### src/design/gbc_pkg.sv
// package for the gost block cipher: command and register codes, stage type,
// s-box table and round function; no dependencies
package gbc_pkg;

  localparam int unsigned NumRounds = 32;
  localparam logic [31:0] CtrAddHigh = 32'h0101_0104;
  localparam logic [31:0] CtrAddLow  = 32'h0101_0101;

  typedef enum logic [1:0] {
    CMD_ENCRYPT = 2'd0,
    CMD_DECRYPT = 2'd1,
    CMD_CTR_XOR = 2'd2,
    CMD_RESTART = 2'd3
  } gbc_cmd_e;

  typedef enum logic [2:0] {
    REG_KEY_01 = 3'd0,
    REG_KEY_23 = 3'd1,
    REG_KEY_45 = 3'd2,
    REG_KEY_67 = 3'd3,
    REG_IV     = 3'd4
  } gbc_reg_e;

  typedef logic [7:0][31:0] gbc_key_t;

  typedef struct packed {
    logic        vld;
    gbc_cmd_e    cmd;
    logic [31:0] n1;
    logic [31:0] n2;
    logic [63:0] data;
  } gbc_stage_t;

  localparam logic [0:7][0:15][3:0] SBox = '{
    '{4'h4, 4'hA, 4'h9, 4'h2, 4'hD, 4'h8, 4'h0, 4'hE,
      4'h6, 4'hB, 4'h1, 4'hC, 4'h7, 4'hF, 4'h5, 4'h3},
    '{4'hB, 4'hE, 4'h4, 4'hC, 4'h6, 4'hD, 4'hF, 4'hA,
      4'h2, 4'h3, 4'h8, 4'h1, 4'h0, 4'h7, 4'h5, 4'h9},
    '{4'h5, 4'h8, 4'h1, 4'hD, 4'hA, 4'h3, 4'h4, 4'h2,
      4'hE, 4'hF, 4'hC, 4'h7, 4'h6, 4'h0, 4'h9, 4'hB},
    '{4'h7, 4'hD, 4'hA, 4'h1, 4'h0, 4'h8, 4'h9, 4'hF,
      4'hE, 4'h4, 4'h6, 4'hC, 4'hB, 4'h2, 4'h5, 4'h3},
    '{4'h6, 4'hC, 4'h7, 4'h1, 4'h5, 4'hF, 4'hD, 4'h8,
      4'h4, 4'hA, 4'h9, 4'hE, 4'h0, 4'h3, 4'hB, 4'h2},
    '{4'h4, 4'hB, 4'hA, 4'h0, 4'h7, 4'h2, 4'h1, 4'hD,
      4'h3, 4'h6, 4'h8, 4'h5, 4'h9, 4'hC, 4'hF, 4'hE},
    '{4'hD, 4'hB, 4'h4, 4'h1, 4'h3, 4'hF, 4'h5, 4'h9,
      4'h0, 4'hA, 4'hE, 4'h7, 4'h6, 4'h8, 4'h2, 4'hC},
    '{4'h1, 4'hF, 4'hD, 4'h0, 4'h5, 4'h7, 4'hA, 4'h4,
      4'h9, 4'h2, 4'h3, 4'hE, 4'h6, 4'hB, 4'h8, 4'hC}
  };

  // s-box row r works on nibble 7-r (row 0 on the top nibble), then rotl 11
  function automatic logic [31:0] gbc_round_fn(logic [31:0] x);
    logic [31:0] y;
    y = '0;
    for (int r = 0; r < 8; r++) begin
      y[4*(7-r) +: 4] = SBox[r][x[4*(7-r) +: 4]];
    end
    return {y[20:0], y[31:21]};
  endfunction

endpackage

### src/design/gbc_round_cell.sv
// one feistel round cell of the cipher chain
// depends on gbc_pkg
module gbc_round_cell (
  input  logic                clk_i,
  input  logic                rst_ni,
  input  logic                en_i,
  input  logic [4:0]          round_i,
  input  gbc_pkg::gbc_key_t   key_i,
  input  gbc_pkg::gbc_stage_t stage_i,
  output gbc_pkg::gbc_stage_t stage_o
);

  logic                vld_q;
  gbc_pkg::gbc_stage_t pay_q;
  gbc_pkg::gbc_stage_t pay_d;
  logic                forward;
  logic [2:0]          key_idx;
  logic [31:0]         f_in;
  logic [31:0]         f_out;

  always_comb begin
    if (stage_i.cmd == gbc_pkg::CMD_DECRYPT) begin
      forward = (round_i < 5'd8);
    end else begin
      forward = (round_i < 5'd24);
    end
    key_idx = forward ? round_i[2:0] : ~round_i[2:0];
    f_in    = (round_i[0] ? stage_i.n2 : stage_i.n1) + key_i[key_idx];
    f_out   = gbc_pkg::gbc_round_fn(f_in);
    pay_d   = stage_i;
    if (round_i[0]) begin
      pay_d.n1 = stage_i.n1 ^ f_out;
    end else begin
      pay_d.n2 = stage_i.n2 ^ f_out;
    end
  end

  always_ff @(posedge clk_i or negedge rst_ni) begin
    if (!rst_ni) begin
      vld_q <= 1'b0;
    end else if (en_i) begin
      vld_q <= stage_i.vld;
    end
  end

  always_ff @(posedge clk_i) begin
    if (en_i) begin
      pay_q <= pay_d;
    end
  end

  always_comb begin
    stage_o     = pay_q;
    stage_o.vld = vld_q;
  end

endmodule

### config.mk
export PLATFORM = sky130hd
export DESIGN_NAME = gbc_round_cell
export DESIGN_NICKNAME = d
export VERILOG_FILES = /design/src/design/gbc_pkg.sv /design/src/design/gbc_round_cell.sv
export SDC_FILE = /design/constraint.sdc
export NUM_CORES = 1
export LEC_CHECK = 0
export CAP_MARGIN = 5
export CORE_AREA = 2 2 204 206
export DETAILED_ROUTE_END_ITERATION = 12
export DIE_AREA = 0 0 206 208
export DONT_BUFFER_PORTS = 1
export GPL_TIMING_DRIVEN = 1
export SYNTH_ARGS = -nofsm -noshare
export SYNTH_HDL_FRONTEND = slang
export SYNTH_SLANG_ARGS = --single-unit
### constraint.sdc
create_clock -name clk_i -period 1.2 [get_ports clk_i]
set_clock_uncertainty 0.15 [all_clocks]
set_input_delay 0.12 -clock clk_i [delete_from_list [all_inputs] [get_ports clk_i]]
set_output_delay 0.12 -clock clk_i [all_outputs]
set_load 0.01 [all_outputs]
==> out/qor.csv, run 1 <==
stage,metric,value,unit
clocking,path_clk_slew,0.06,ns
synthesis,ys_warn_count,0,
clocking,ctsHtreeMaxLevel,4,
placement,dp.cells,1526,
timing,finalSetupTns,-204.82,ns
routing,drc_errors,0,
global_routing,globalRouteTotalUtil,18.2,%
global_routing,grt_use_met1,19.0,%
layout,layout_commonest_cell,buf_4,
power,clock_power_share,13.4,%
floorplanning,row_count,74,
layout,area_growth,58.8,%
layout,nets,1672,
layout,drive_gt1_share,51.4,%
synthesis,synthFlopType,edfxtp_1,
worst_hold_path,hold_path.class,in2reg,
placement,gp_congestion,1.05,
timing,holdWs,-0.339,ns
setup_path,cp-end-kind,flop,
routing,drt_first_pass_iters,5,
timing,setup_viol,65,
power,leakagePower,6.30,nW
placement,post-place-ws,-4.30,ns
clocking,cts_made_buffers,17,
synthesis,synth-edff-count,130,
power,switching_share,39.5,%
global_routing,grt_overflow,0,
synthesis,seq_area_frac_synth,37.3,%
floorplanning,die-area,42800,µm²
floorplanning,top_level_ports,526,
layout,fin_cells,1751,
placement,place_hpwl,30.8,mm
synthesis,syn_avg_cell_area,12.3,µm²
routing,vias,8709,
setup_path,crit_fanout,7,
setup_path,cp.required,1.24,ns
setup_path,r2r_slack,0.29,ns
routing,wirelength,40.9,mm
synthesis,syn_nets,1330,
timing,worst_pin_slew,0.630,ns
timing,setup_slack,-3.55,ns
global_routing,met2_usage,35.9,%
clocking,worstSkewPairLatency,0.42,ns
floorplanning,die_w,206,µm
timing,rsz0062_at_grt,true,
synthesis,synth_top_area_share,37.1,%
global_routing,grt.busiest_layer,met2,
timing,finalHoldViolCount,161,
outcome,status,"complete, but fails checks",
global_routing,grt_pass1_wl,57.4,mm
power,p_switching,0.0159,W
power,power_density,2400,nW/µm²
setup_path,crit_path_start_kind,input port,
global_routing,grt_antenna_before_repair,13,
clocking,root_buffer,clkbuf_16,
routing,post_drt_wl_per_cell,23.4,µm
power,p_int,0.0243,W
synthesis,synthArstFlopShare,0.763,%
synthesis,synthCells,858,
synthesis,synth-seq-cells,131,
timing,slew_headroom,58.0,%
setup_path,crit_type,in2reg,
power,peakVddDrop,0.000928,V
timing,slew_violations,0,
clocking,cts_tree,yes,
layout,layout_common_cells,"buf_4 (180), dlygate4sd3_1 (133), edfxtp_1 (130), mux4_2 (70)",
placement,portBuffers,0,
routing,ant_nets,0,
synthesis,synth_area_leaders,"edfxtp_1 (37%), mux4_2 (15%), ha_1 (9.0%)",
setup_path,worstPathArrival,4.79,ns
layout,nFillCells,3732,
global_routing,grt_max_degree,132,
power,p_seq_share,20.1,%
clocking,clkSinkCount,131,
job,max_cap_violations,0,
timing,fmax,0.210,GHz
clocking,clockBufferDepth,2,
timing,fin_crit,4.75,ns
routing,drtIter0Drc,490,
layout,final_util,41.2,%
synthesis,syn_area,10500,µm²
synthesis,yosysTopAreaCell,edfxtp_1,
floorplanning,start_util,26.0,%
global_routing,grt_pass1_vias,9353,
routing,viasPerCell,4.97,
floorplanning,core_area,40600,µm²
synthesis,synth.distinct_cells,74,
global_routing,grtUsageMet3,3.15,%
outcome,failed_checks,"hold timing, setup timing",
floorplanning,dieHeight,208,µm
timing,final.period_utilization,396,%
power,pwr-share-comb,66.5,%
==> final timing paths <==
| path | startpoint | to | cells after the start |
|---|---|---|---|
| setup / recovery | stage_i[128] | stage_o[71] | 23 |
| hold / removal | en_i | stage_o[11] | 0 |
| setup reg to reg | vld_q | vld_q | 1 |
| hold reg to reg | vld_q | vld_q | 1 |
| max in group asynchronous | rst_ni | vld_q | 2 |
| min in group asynchronous | rst_ni | vld_q | 2 |
==> per-stage QoR <==
| step | total power (W) | instance area [µm²] |
|---|---|---|
| floorplan | 0.0202 | 10900 |
| global placement | 0.0272 | 12700 |
| detailed placement | 0.0276 | 12700 |
| CTS | 0.0377 | 16100 |
| global route | 0.0427 | 16700 |
| finish | 0.0402 | 16700 |
==> power groups by stage <==
stage          Sequential (W)  Clock [W]  Combinational, W
3_5_place_dp          0.00820          0            0.0194
3_3_place_gp          0.00815          0            0.0190
6_report              0.00807    0.00537            0.0267
4_1_cts               0.00810    0.00551            0.0241
2_1_floorplan         0.00782          0            0.0124
5_1_grt               0.00816    0.00563            0.0289
==> cell usage after synthesis (3+ instances only) <==
library cell,n
a211o_1,3
a211oi_1,6
a21o_1,12
a21o_2,3
a21oi_1,39
a21oi_2,3
and2_1,5
and3_1,5
buf_1,5
buf_2,6
buf_4,7
buf_6,6
clkbuf_1,16
edfxtp_1,130
ha_1,76
inv_1,37
mux2_2,68
mux2i_1,14
mux4_2,70
nand2_1,69
nand2b_1,5
nand3_1,5
nand4_1,5
nor2_1,36
nor2b_1,5
nor3_1,5
o211ai_1,9
o21a_1,7
o21ai_0,29
o21bai_1,4
o221ai_1,3
o22ai_1,6
or2_2,3
or3_1,4
xnor2_1,71
xor2_1,32
==> metal layers <==
layer / routed length, µm / up-vias
met2: 22700 / 388
met1: 15000 / 4303
li1: - / 3960
met5: 0 / -
met3: 2110 / 58
met4: 1080 / 0
==> repair_timing <==
action                                 in CTS  in global routing
setup endpoints to repair                  72                 70
gates cloned                                6                  0
hold buffers                              132                  1
buffers inserted                           38                 21
pin swaps                                  78                 59
resized for setup                         194                100
endpoints found under the hold margin     262                167
==> cells by family (layout without fill, tap and decap cells) <==
family                     count (synthesis)  in the layout  share of synthesized area (%)
and+or+nand+nor                          158            158                           7.11
AOI/OAI and AO/OA                        157            157                           10.3
muxes                                    152            152                           23.6
DFF                                      131            131                           37.3
xor gates and xnor gates                 105            105                           8.88
adders and majority gates                 78             78                           9.35
buffers and inverters                     77            431                           3.49
other                                      0              7                              0
==> critical path: stages <==
cell	delay (ns)
nor2b_4	0.10
maj3_4	0.36
xnor2_4	0.17
buf_6	0.14
buf_12	0.13
buf_12	0.12
mux4_2	0.48
mux2_2	0.31
ha_4	0.28
o21a_1	0.15
o211ai_1	0.10
a21oi_2	0.20
o21ai_2	0.08
a2111o_1	0.41
a21oi_2	0.22
a41oi_2	0.15
xnor2_2	0.20
buf_4	0.16
ha_1	0.18
nor2b_1	0.12
a211o_2	0.28
and3_4	0.17
xor2_1	0.14
==> flip-flops by register name, summed over array words and instances (netlist names) <==
register	flops
vld_q	1
stage_o	130
==> final cells by class <==
cell class / count / area (µm²) / share of cell area (%)
clock inverter: 13 / 160 / 0.958
inverter: 37 / 150 / 0.898
clock buffer: 18 / 429 / 2.57
timing repair buffer: 363 / 3480 / 20.8
antenna: 7 / 17.5 / 0.105
multi-input combinational: 650 / 7890 / 47.2
sequential: 131 / 3930 / 23.5
tap: 532 / 666 / 3.98
(Power assumes the default switching activity.)
==> run 2: changes to the inputs <==
Settings changed: CELL_PAD_IN_SITES_DETAIL_PLACEMENT from default to 0, CELL_PAD_IN_SITES_GLOBAL_PLACEMENT from default to 1, CORE_AREA 2 2 204 206 to 2 2 206 208, DIE_AREA 0 0 206 208 to 0 0 208 210, PLACE_DENSITY_LB_ADDON from default to 0.1.
==> out/qor.csv, run 2 (synthesized netlist as in run 1, its figures left out) <==
stage,metric,value,unit,change
timing,finalHoldViolCount,156,,was 161
timing,worst_pin_slew,0.587,ns,was 0.630 ns
global_routing,globalRouteTotalUtil,18.0,%,was 18.2%
layout,final_util,39.8,%,was 41.2%
placement,place_hpwl,31.2,mm,was 30.8 mm
floorplanning,row_count,75,,was 74
global_routing,grt_max_degree,132,,unchanged
outcome,status,"complete, but fails checks",,unchanged
clocking,ctsHtreeMaxLevel,4,,unchanged
power,totalPowerFinal,0.0392,W,was 0.0402 W
clocking,clockBufferDepth,2,,unchanged
placement,dpl-instance-area,12800,µm²,was 12700 µm²
worst_hold_path,holdCritStartpoint,en_i,,unchanged
worst_hold_path,hold_depth,0,,unchanged
layout,drive_gt1_share,50.9,%,was 51.4%
power,leakagePower,6.28,nW,was 6.30 nW
setup_path,crit_fanout,6,,was 7
setup_path,r2r_cells,1,,unchanged
setup_path,r2r-start,vld_q,,unchanged
outcome,failed_checks,"hold timing, setup timing",,unchanged
worst_hold_path,hold_path.class,in2reg,,unchanged
timing,slew_violations,0,,unchanged
routing,wirelength,40.0,mm,was 40.9 mm
floorplanning,core_area,41500,µm²,was 40600 µm²
setup_path,crit_type,in2reg,,unchanged
clocking,cts_tree,yes,,unchanged
global_routing,grt_overflow,0,,unchanged
layout,nets,1671,,was 1672
timing,holdWs,-0.348,ns,was -0.339 ns
routing,drtIter0Drc,400,,was 490
routing,vias,8408,,was 8709
layout,largest_reg_flops,130,,unchanged
timing,fin_crit,4.74,ns,was 4.75 ns
clocking,root_buffer,clkbuf_16,,unchanged
layout,area_growth,56.7,%,was 58.8%
global_routing,grt_pass1_wl,58.5,mm,was 57.4 mm
timing,slew_headroom,60.8,%,was 58.0%
layout,layout_commonest_cell,buf_4,,unchanged
timing,final.period_utilization,395,%,was 396%
setup_path,cp.required,1.25,ns,was 1.24 ns
layout,layout_common_cells,"buf_4 (175), dlygate4sd3_1 (133), edfxtp_1 (130), mux4_2 (70), nand2_1 (56)",,"was buf_4 (180), dlygate4sd3_1 (133), edfxtp_1 (130), mux4_2 (70)"
worst_hold_path,hold_end,stage_o[5],,was stage_o[11]
floorplanning,top_level_ports,526,,unchanged
setup_path,crit_path_start_kind,input port,,unchanged
job,max_cap_violations,0,,unchanged
layout,nFillCells,3958,,was 3732
routing,drc_errors,0,,unchanged
placement,gp_congestion,0.895,,was 1.05
floorplanning,start_util,25.4,%,was 26.0%
clocking,cts_made_buffers,17,,unchanged
clocking,clkSinkCount,131,,unchanged
power,power_density,2370,nW/µm²,was 2400 nW/µm²
global_routing,grt_antenna_before_repair,7,,was 13
setup_path,r2r_end,vld_q,,unchanged
routing,viasPerCell,4.79,,was 4.97
floorplanning,dieHeight,210,µm,was 208 µm
routing,ant_nets,0,,unchanged
global_routing,grt_pass1_vias,9169,,was 9353
layout,final_area,16500,µm²,was 16700 µm²
routing,post_drt_wl_per_cell,22.8,µm,was 23.4 µm
routing,drt_first_pass_iters,7,,was 5
timing,setup_viol,66,,was 65
setup_path,r2r_slack,0.26,ns,was 0.29 ns
floorplanning,die_w,208,µm,was 206 µm
timing,rsz0062_at_grt,true,,unchanged
clocking,path_clk_slew,0.07,ns,was 0.06 ns
floorplanning,die-area,43700,µm²,was 42800 µm²
power,peakVddDrop,0.00110,V,was 0.000928 V
placement,portBuffers,0,,unchanged
timing,finalSetupTns,-201.53,ns,was -204.82 ns
clocking,worstSkewPairLatency,0.43,ns,was 0.42 ns
timing,fmax,0.211,GHz,was 0.210 GHz
setup_path,cp-end-kind,flop,,unchanged
setup_path,worstPathArrival,4.78,ns,was 4.79 ns
timing,setup_slack,-3.54,ns,was -3.55 ns
==> run 2: critical path, stage by stage <==
cell,delay [ns]
nor2b_4,0.10
maj3_4,0.36
xnor2_4,0.17
buf_6,0.17
buf_12,0.14
mux4_2,0.49
mux2_4,0.33
ha_4,0.18
inv_2,0.05
fa_2,0.22
nor2b_4,0.05
o2111ai_2,0.17
nand3_2,0.15
a41oi_4,0.24
a211oi_2,0.14
buf_4,0.16
a221oi_4,0.28
xnor2_2,0.19
inv_2,0.15
ha_4,0.18
mux4_2,0.50
nor2_2,0.14
xor2_1,0.08
==> run 2: worst max path at each step <==
stage | from | endpoint | slack, ns | depth (start not counted)
3_5_place_dp | stage_i[128] | stage_o[74] | -4.26 | 20
3_3_place_gp | stage_i[128] | stage_o[72] | -4.17 | 20
5_1_grt | stage_i[128] | stage_o[102] | -3.73 | 24
4_1_cts | stage_i[128] | stage_o[72] | -3.51 | 22
2_1_floorplan | stage_i[128] | stage_o[74] | -3.92 | 21
6_report | stage_i[128] | stage_o[72] | -3.54 | 23
==> run 2: what timing repair did <==
item                                    CTS  global route
hold buffers                            131             2
gates cloned                              5             0
setup buffers                            40            18
pin swaps                                95            62
endpoints found under the hold margin   262           167
endpoints found under the setup margin   76            73
gates resized for setup                 195            83
==> run 2: cell type report <==
cell class	instances	area (µm²)	share of cell area, %
well taps	539	674	4.09
clock buffers	17	425	2.58
diodes	6	15.0	0.0910
multi-input cells	650	7730	46.8
clock inverters	15	186	1.13
repair buffers	362	3390	20.5
flip-flops and latches	131	3930	23.8
inverters	37	149	0.903
==> run 2: metal layers <==
metal	global-route usage [%]	wire (µm)	up-vias
met5	0	10	-
met4	5.77	1070	2
met3	4.02	2230	41
met2	32.7	20800	338
met1	21.0	15900	4069
li1	-	-	3958
==> run 2: stage by stage <==
stage / std cells / hold WS (ns) / worst slack, ns
2_1_floorplan: 858 / -0.326 / -3.92
5_1_grt: 1757 / -0.380 / -3.73
3_5_place_dp: 1538 / -0.326 / -4.26
4_1_cts: 1742 / -0.378 / -3.51
6_report: 1757 / -0.348 / -3.54
3_3_place_gp: 1538 / -0.326 / -4.17
==> run 2: where the power goes <==
group / leakage, nW / total [W] / switching [W] / internal (W)
Combinational: 4.70 / 0.0256 / 0.0119 / 0.0137
Clock: 0.294 / 0.00552 / 0.00236 / 0.00316
Sequential: 1.28 / 0.00809 / 0.00124 / 0.00685
Total: 6.28 / 0.0392 / 0.0155 / 0.0237
==> run 3: changes to the inputs <==
Clock period 1.2 ns to 4.55 ns, I/O delays scaled along.
==> out/qor.csv, run 3 (synthesized netlist as in run 1, its figures left out) <==
stage,metric,value,unit,change
placement,portBuffers,0,,unchanged
global_routing,grt_overflow,0,,unchanged
layout,layout_commonest_cell,buf_4,,unchanged
layout,drive_gt1_share,53.0,%,was 50.9%
layout,largest_reg_flops,130,,unchanged
timing,fin_crit,5.08,ns,
worst_hold_path,hold_end,vld_q,,was stage_o[5]
timing,slew_headroom,41.6,%,was 60.8%
routing,wirelength,38.9,mm,was 40.0 mm
layout,final_area,15800,µm²,was 16500 µm²
routing,post_drt_wl_per_cell,22.9,µm,was 22.8 µm
setup_path,slowest_delay,0.49,ns,was 0.50 ns
power,peakVddDrop,0.000316,V,was 0.00110 V
setup_path,r2r-start,vld_q,,unchanged
routing,drtIter0Drc,298,,was 400
routing,vias,8114,,was 8408
floorplanning,die-area,43700,µm²,unchanged
layout,nFillCells,4047,,was 3958
global_routing,grt_antenna_before_repair,2,,was 7
placement,place_hpwl,30.6,mm,was 31.2 mm
setup_path,crit_path_cell_trace,nor2b_4 > maj3_4 > xnor2_4 > buf_6 > buf_12 > buf_6 > mux4_2 > mux2_4 > ha_4 > o21a_1 > o211ai_1 > a21oi_2 > o21ai_2 > a2111o_1 > a21oi_2 > a41oi_2 > xnor2_2 > inv_2 > ha_4 > mux2_4 > mux2_4 > nand2_2 > xnor2_1,,was nor2b_4 > maj3_4 > xnor2_4 > buf_6 > buf_12 > mux4_2 > mux2_4 > ha_4 > inv_2 > fa_2 > nor2b_4 > o2111ai_2 > nand3_2 > a41oi_4 > a211oi_2 > buf_4 > a221oi_4 > xnor2_2 > inv_2 > ha_4 > mux4_2 > nor2_2 > xor2_1
clocking,clkSinkCount,131,,unchanged
layout,area_growth,49.9,%,was 56.7%
setup_path,cp_num_buf_inv,4,,was 5
clocking,clockBufferDepth,2,,unchanged
layout,fin_cells,1698,,was 1757
clocking,path_clk_slew,0.07,ns,about the same
worst_hold_path,hold_depth,1,,was 0
timing,finalSetupTns,-15.22,ns,was -201.53 ns
setup_path,worstPathArrival,5.12,ns,was 4.78 ns
placement,dpl-instance-area,12700,µm²,was 12800 µm²
routing,drt_first_pass_iters,4,,was 7
clocking,cts_made_buffers,17,,unchanged
setup_path,cp_slowest_cell,mux4_2,,unchanged
floorplanning,die_w,208,µm,unchanged
clocking,cts_tree,yes,,unchanged
floorplanning,core_area,41500,µm²,unchanged
timing,fmax,0.197,GHz,
clocking,ctsHtreeMaxLevel,4,,unchanged
floorplanning,row_count,75,,unchanged
timing,finalHoldViolCount,0,,was 156
placement,dp.cells,1538,,unchanged
global_routing,grt_pass1_vias,8723,,was 9169
power,power_density,643,nW/µm²,was 2370 nW/µm²
placement,gp_congestion,0.848,,was 0.895
timing,slew_violations,0,,unchanged
placement,post-place-ws,-1.24,ns,was -4.26 ns
global_routing,grt_pass1_wl,56.2,mm,was 58.5 mm
layout,layout_common_cells,"buf_4 (194), edfxtp_1 (130), mux4_2 (70), dlygate4sd3_1 (69), nand2_1 (53)",,"was buf_4 (175), dlygate4sd3_1 (133), edfxtp_1 (130), mux4_2 (70), nand2_1 (56)"
setup_path,r2r_end,vld_q,,unchanged
setup_path,cp.required,4.59,ns,was 1.25 ns
floorplanning,top_level_ports,526,,unchanged
setup_path,crit_top_cell,mux2_4,,
timing,worst_pin_slew,0.872,ns,was 0.587 ns
timing,rsz0062_at_grt,true,,unchanged
routing,ant_nets,0,,unchanged
setup_path,crit_type,in2reg,,unchanged
timing,setup_slack,-0.529,ns,was -3.54 ns
worst_hold_path,hold_path.class,in2reg,,unchanged
setup_path,crit_path_start_kind,input port,,unchanged
outcome,failed_checks,setup timing,,"was hold timing, setup timing"
outcome,status,"complete, but fails checks",,unchanged
setup_path,crit_fanout,5,,was 6
setup_path,r2r_slack,3.60,ns,was 0.26 ns
job,max_cap_violations,0,,unchanged
setup_path,r2r_cells,1,,unchanged
setup_path,critical-path-top-delay-family,multiplexers,,unchanged
worst_hold_path,holdCritStartpoint,en_i,,unchanged
timing,setup_viol,48,,was 66
routing,drc_errors,0,,unchanged
clocking,root_buffer,clkbuf_16,,unchanged
global_routing,grt_max_degree,79,,was 132
floorplanning,dieHeight,210,µm,unchanged
global_routing,globalRouteTotalUtil,17.4,%,was 18.0%
power,leakagePower,6.02,nW,was 6.28 nW
layout,nets,1616,,was 1671
floorplanning,start_util,25.4,%,unchanged
clocking,worstSkewPairLatency,0.43,ns,about the same
routing,viasPerCell,4.78,,was 4.79
setup_path,cp-end-kind,flop,,unchanged
timing,final.period_utilization,112,%,
-- run 3: cell types whose count changed in the layout (fill, tap and decap cells not counted), moves of 5 or more --
cell / before / now
buf_4: 175 / 194
a21oi_2: 11 / 17
ha_1: 28 / 37
nand2_2: 10 / 15
dlygate4sd3_1: 133 / 69
a21oi_4: 8 / 3
o21ai_2: 16 / 11
ha_2: 11 / 5
buf_6: 39 / 26
-- run 3: worst max path at each step --
| stage | start | to | slack, ns | cells after the start |
|---|---|---|---|---|
| after floorplan | stage_i[128] | stage_o[74] | -0.91 | 21 |
| after global placement | stage_i[128] | stage_o[74] | -1.28 | 19 |
| after detailed placement | stage_i[128] | stage_o[74] | -1.24 | 19 |
| after CTS | stage_i[128] | stage_o[74] | -0.51 | 23 |
| after global routing | stage_i[128] | stage_o[72] | -0.70 | 22 |
| final | stage_i[128] | stage_o[74] | -0.53 | 23 |
-- run 3: final cells by class --
class / count / area, µm² / share of cell area (%)
Multi-Input combinational cell: 650 / 7610 / 48.2
Sequential cell: 131 / 3930 / 24.9
Timing Repair Buffer: 307 / 2840 / 18.0
Tap cell: 539 / 674 / 4.27
Clock buffer: 17 / 425 / 2.70
Clock inverter: 15 / 156 / 0.991
Inverter: 37 / 149 / 0.943
Antenna cell: 2 / 5.00 / 0.0317
-- run 3: report_power, final --
group | internal, W | switching [W] | leakage [nW]
logic | 0.00355 | 0.00312 | 4.46
registers | 0.00181 | 0.000322 | 1.28
clock network | 0.000732 | 0.000624 | 0.281
-- run 3: metrics by stage --
step	power [W]	util [%]	hold slack, ns
after global placement	0.00720	30.7	0.00946
after floorplan	0.00529	-	0.00941
after detailed placement	0.00721	30.7	0.00946
after CTS	0.00968	36.7	0.00758
after global routing	0.0109	38.0	0.0272
final	0.0102	38.0	0.0410
-- run 3: per-layer routing --
layer / GRT usage (%) / share of wire [%]
met5: 0 / 0
met4: 4.33 / 1.5
met3: 3.90 / 5.8
met2: 31.7 / 52
met1: 20.8 / 40
-- run 3: timing repair --
action                                  4_1_cts  5_1_grt
cloned                                        6        0
endpoints found under the hold margin       139        0
hold buffers                                 71        0
endpoints found under the setup margin       48       56
setup buffers                                41       17
pin swaps                                    68       54
resized for setup                           142      108
